<file path="config.mk">
export PLATFORM = sky130hd
export DESIGN_NAME = sbc_mem
export DESIGN_NICKNAME = d
export VERILOG_FILES = /design/src/rtl/sbc_mem.sv
export SDC_FILE = /design/constraint.sdc
export NUM_CORES = 1
export LEC_CHECK = 0
export ABC_AREA = 1
export ABC_CLOCK_PERIOD_IN_PS = 1400
export BUFFER_PORTS_ARGS = -buffer_cell sky130_fd_sc_hd__buf_2
export CAP_MARGIN = 20
export CORE_ASPECT_RATIO = 1.75
export CORE_MARGIN = 8
export CORE_UTILIZATION = 60
export DETAILED_ROUTE_END_ITERATION = 10
export MAX_ROUTING_LAYER = met4
export PLACE_DENSITY_LB_ADDON = 0.25
export SYNTH_ARGS = -nofsm -noshare
export SYNTH_HDL_FRONTEND = slang
export SYNTH_SLANG_ARGS = --single-unit
</file>
<file path="constraint.sdc">
create_clock -name clk_i -period 1.4 [get_ports clk_i]
set_input_delay 0 -clock clk_i [delete_from_list [all_inputs] [get_ports clk_i]]
set_output_delay 0 -clock clk_i [all_outputs]
set_load 0.02 [all_outputs]
</file>
<file path="src/rtl/sbc_mem.sv">
// Slot memory: one write port, one registered read port.
module sbc_mem #(
  parameter int unsigned Entries = 32,
  parameter int unsigned Width   = 8
) (
  input  logic                       clk_i,
  input  logic                       we_i,
  input  logic [$clog2(Entries)-1:0] waddr_i,
  input  logic [Width-1:0]           wdata_i,
  input  logic [$clog2(Entries)-1:0] raddr_i,
  output logic [Width-1:0]           rdata_o
);
  logic [Width-1:0] mem [Entries];

  always_ff @(posedge clk_i) begin
    if (we_i) mem[waddr_i] <= wdata_i;
    rdata_o <= mem[raddr_i];
  end
endmodule

</file>
Yosys cells after proc, flatten, opt, wreduce, memory -nomap -nowiden. Memory sizes are Yosys's and may differ from the RTL's. A register that Yosys moved wholly into a read port is not among the register bits. Cells that the tools add are included.

Logic and storage cells: 3. Output and inout port bits: 8. Memory bits (read-only): 0. Memories: 1. Register bits: 0. Latch bits: 0. Bits of input ports: 20. Bits in writable memories: 256.

Shift-type cells: 0. Order comparisons: 0. $mul: 0. Add/sub/neg operators: 0. Equality and inequality tests: 0. Reductions and logical operators: 0. Div/mod/pow operators: 0. Bitwise logic cells: 0. Muxes and demuxes: 2.

Memory list: mem (words 32, width 8, read ports 1, clocked after memory_dff 1, wr ports 1, line 13) `logic [Width-1:0] mem [Entries];`.

Operator list (number): $mux W1 (2).

Longest topological paths before layout.
Word-level depth: 2. Mapped depth: 11. Depth with buffers taken out: 9.

Worst setup path before layout. OpenSTA, ideal clock, no wires.

Kind: input -> register. Start point: input port waddr_i[0]. End point: memory mem[0][0], enable pin. Library setup time: 370 ps. Arrival time: 664 ps. Buffers on the path: 0. Slack: 366 ps. Stages on the path: 3. Cells stage by stage: inv_1 nand3_1 nor2_1.

RTL lines: start: declaration (line 8) `input logic [$clog2(Entries)-1:0] waddr_i,`; end: declaration (line 13).

No word-level cell before the write port.

==> reports/metrics.csv <==
stage,metric,value,unit
sta,fmax,840.3,MHz
sta,Setup Skew,0.01402,ns
power,peak supply drop,1037,uV
setup_path,"most used cell, CP",nand2_1,
grt,total track usage,21.97,%
drt,post-DR wirelength/cell,19.81,um
clock_tree,CTS Buf Count,23,
grt,global route total overflow,0,
logic_synthesis,syn_nets,942,
clock_tree,CTS tree,built,
logic_synthesis,Netlist cell types,12,
placed_design,pre-CTS setup slack,0.09852,ns
logic_synthesis,"Cell Area, Synth",0.01079,sq mm
drt,DRT antenna net count,0,
status,status,"finished, final reports clean",
power,LEAKAGE,4.601,nW
clock_tree,clk_lat worst skew,0.51,ns
cells_and_area,P&R area growth vs syn,12.64,%
cells_and_area,final std cells w/o fill,1239,
setup_path,cells along the critical path,dlygate4sd3_1 > buf_2 > inv_1 > nand2_1 > nand2_1 > nand2_1 > nand2_1,
drt,vias per inst,5.663,
sta,slew at the pin with the worst max-slew slack,0.7294,ns
clock_tree,CTS H-Tree Depth,1,
setup_path,Critical Path End Type,flip-flop,
setup_path,CP max-delay cell,dlygate4sd3_1,
power,Pwr per Cell Area,1284,mW/mm^2
clock_tree,root buffer cell,clkbuf_16,
drt,DRT Wirelength,24550,um
sta,Setup-failing EPs final,0,
sta,Max Slew Vio Count,0,
die,chip height,193.4,um
setup_path,Worst Path Max Fanout,17,
cells_and_area,Antenna Cells,0,
placed_design,GPL Wtd Cong,0.8595,
logic_synthesis,cells after synthesis,922,
sta,setup TNS,0,ns
drt,drt drc,0,
die,initial core utilization,60.56,%
logic_synthesis,Yosys warning count,0,
sta,min Tclk post-route,1.190,ns
setup_path,crit path kind,in -> reg,
die,full die area,0.02269,sq mm
logic_synthesis,flop and latch count out of synthesis,264,
drt,DR iter-0 viols,568,
die,die width,117.4,um
sta,Hold WS,0.04221,ns
job,max-cap violations,0,
die,io pins,28,
clock_tree,# Post-CTS Setup Buffers,0,
cells_and_area,"Net count, final",1012,
cells_and_area,fraction of layout cells with a size suffix above 1,12.44,%
setup_path,Startpoint Class,input port,
die,core area,0.01781,sq mm
placed_design,Inst Count DP,1196,
grt,first-pass GRT wire length,37610,um
sta,RSZ-0062 raised after global routing,no,
clock_tree,worst-case clock buffer depth,3,
cells_and_area,Filler Cell Count,1320,
worst_hold_path,Hold WC Path Type,in -> reg,
placed_design,Post-DP HPWL,15700,um
grt,initial antenna violation count,0,
logic_synthesis,register area share after synthesis,72.75,%
cells_and_area,final core utilization,68.22,%
setup_path,WP data arrival,1.59,ns
clock_tree,Clock transition at path regs,0.07,ns
die,Rows,65,
drt,first drt pass iteration count,5,
placed_design,port bufs,27,
clock_tree,Clock Sinks,264,
setup_path,Worst EP required,1.80,ns
sta,final setup margin,0.2100,ns
logic_synthesis,Mapped Avg Cell Area,11.70,sq um
setup_path,CP peak stage delay,0.53,ns
sta,Fin. Hold Viols,0,
sta,fin crit share,85.00,%
sta,Worst slew margin,51.38,%
drt,vias,7016,
grt,largest net degree at the start of global routing,70,
grt,number of global-route vias before repair,6839,
[synthesized netlist by cell type]
cell type    n  share of area [%]
inv_2        2              0.070
clkbuf_1     7               0.24
edfxtp_1   256                 71
nand2_1    360                 13
inv_1        8               0.28
nor2_1      32                1.1
buf_4        4               0.28
nand3_1    204                9.5
buf_2       15               0.70
dfxtp_1      8                1.5
buf_1        2              0.070
buf_6       24                2.5
[cell usage in the layout (no fill, tap or decap)]
master,count
nand3_1,204
dlygate4sd3_1,5
clkinv_2,5
nor2_1,32
buf_4,54
inv_2,1
edfxtp_1,256
buf_12,12
clkbuf_16,23
clkinv_1,4
clkbuf_1,3
inv_1,8
buf_2,26
dfxtp_1,8
clkinvlp_4,3
inv_6,1
nand2_1,360
[flip-flops by register name, summed over array words and instances, names as in the netlist]
name / count
mem: 256
rdata_o: 8
[report_power, final]
part,switching (mW),internal (mW)
clock network,2.63,3.01
registers,0.0354,8.78
logic,0.792,0.352
total,3.46,12.1
[path summary, 6_finish.rpt]
| path | slack (ns) | endpoint | cells after the start | start |
|---|---|---|---|---|
| max reg2reg | 0.23 | rdata_o[0]$_DFF_P_ | 8 | mem[30][0]$_DFFE_PP_ |
| min | 0.04 | mem[21][1]$_DFFE_PP_ | 1 | wdata_i[1] |
| max | 0.21 | rdata_o[4]$_DFF_P_ | 7 | raddr_i[3] |
| min reg2reg | 0.78 | rdata_o[2]$_DFF_P_ | 8 | mem[26][2]$_DFFE_PP_ |
[metal layers]
layer	vias up	global-route usage (%)	share of wire (%)	wire length [um]
li1	3330	-	-	-
met1	3352	24.35	37	8989
met2	272	38.32	53	13120
met3	62	2.391	5.5	1351
met4	0	11.36	4.4	1083
met5	-	-	0	0
[critical path, delay by kind of cell]
kind | cells | cell delay, ns
and+or+nand+nor | 4 | 0.40
buffers and inverters | 3 | 1.18
[cell families (layout without fill, tap and decap cells)]
kind of cell,Yosys count,in the layout,synth area share (%)
buf+inv,62,145,4.141
flops,264,264,72.75
simple gates,596,596,23.11
[repair_timing]
action / CTS / global route
hold buffers: 5 / 0
endpoints found under the hold margin: 68 / 0
gates resized for setup: 0 / 0
endpoints found under the setup margin: 0 / 0
[area by class of cell]
cell class                      count  area, sq um  share of cell area [%]
Sequential cell                   264         7848                   64.59
Multi-Input combinational cell    596         2492                   20.51
Timing Repair Buffer               97        825.8                   6.796
Clock buffer                       26        586.8                   4.830
Tap cell                          234        292.8                   2.410
Clock inverter                     12        66.31                  0.5458
Inverter                           10        38.79                  0.3192
[per-stage QoR]
stage	area (sq um)	power, mW
final	12150	15.60
after global placement	11450	10.11
after global routing	12150	16.08
after floorplan	10790	9.645
after detailed placement	11450	10.12
after CTS	12150	15.70
Note: power is estimated with default switching activity, not from simulation.
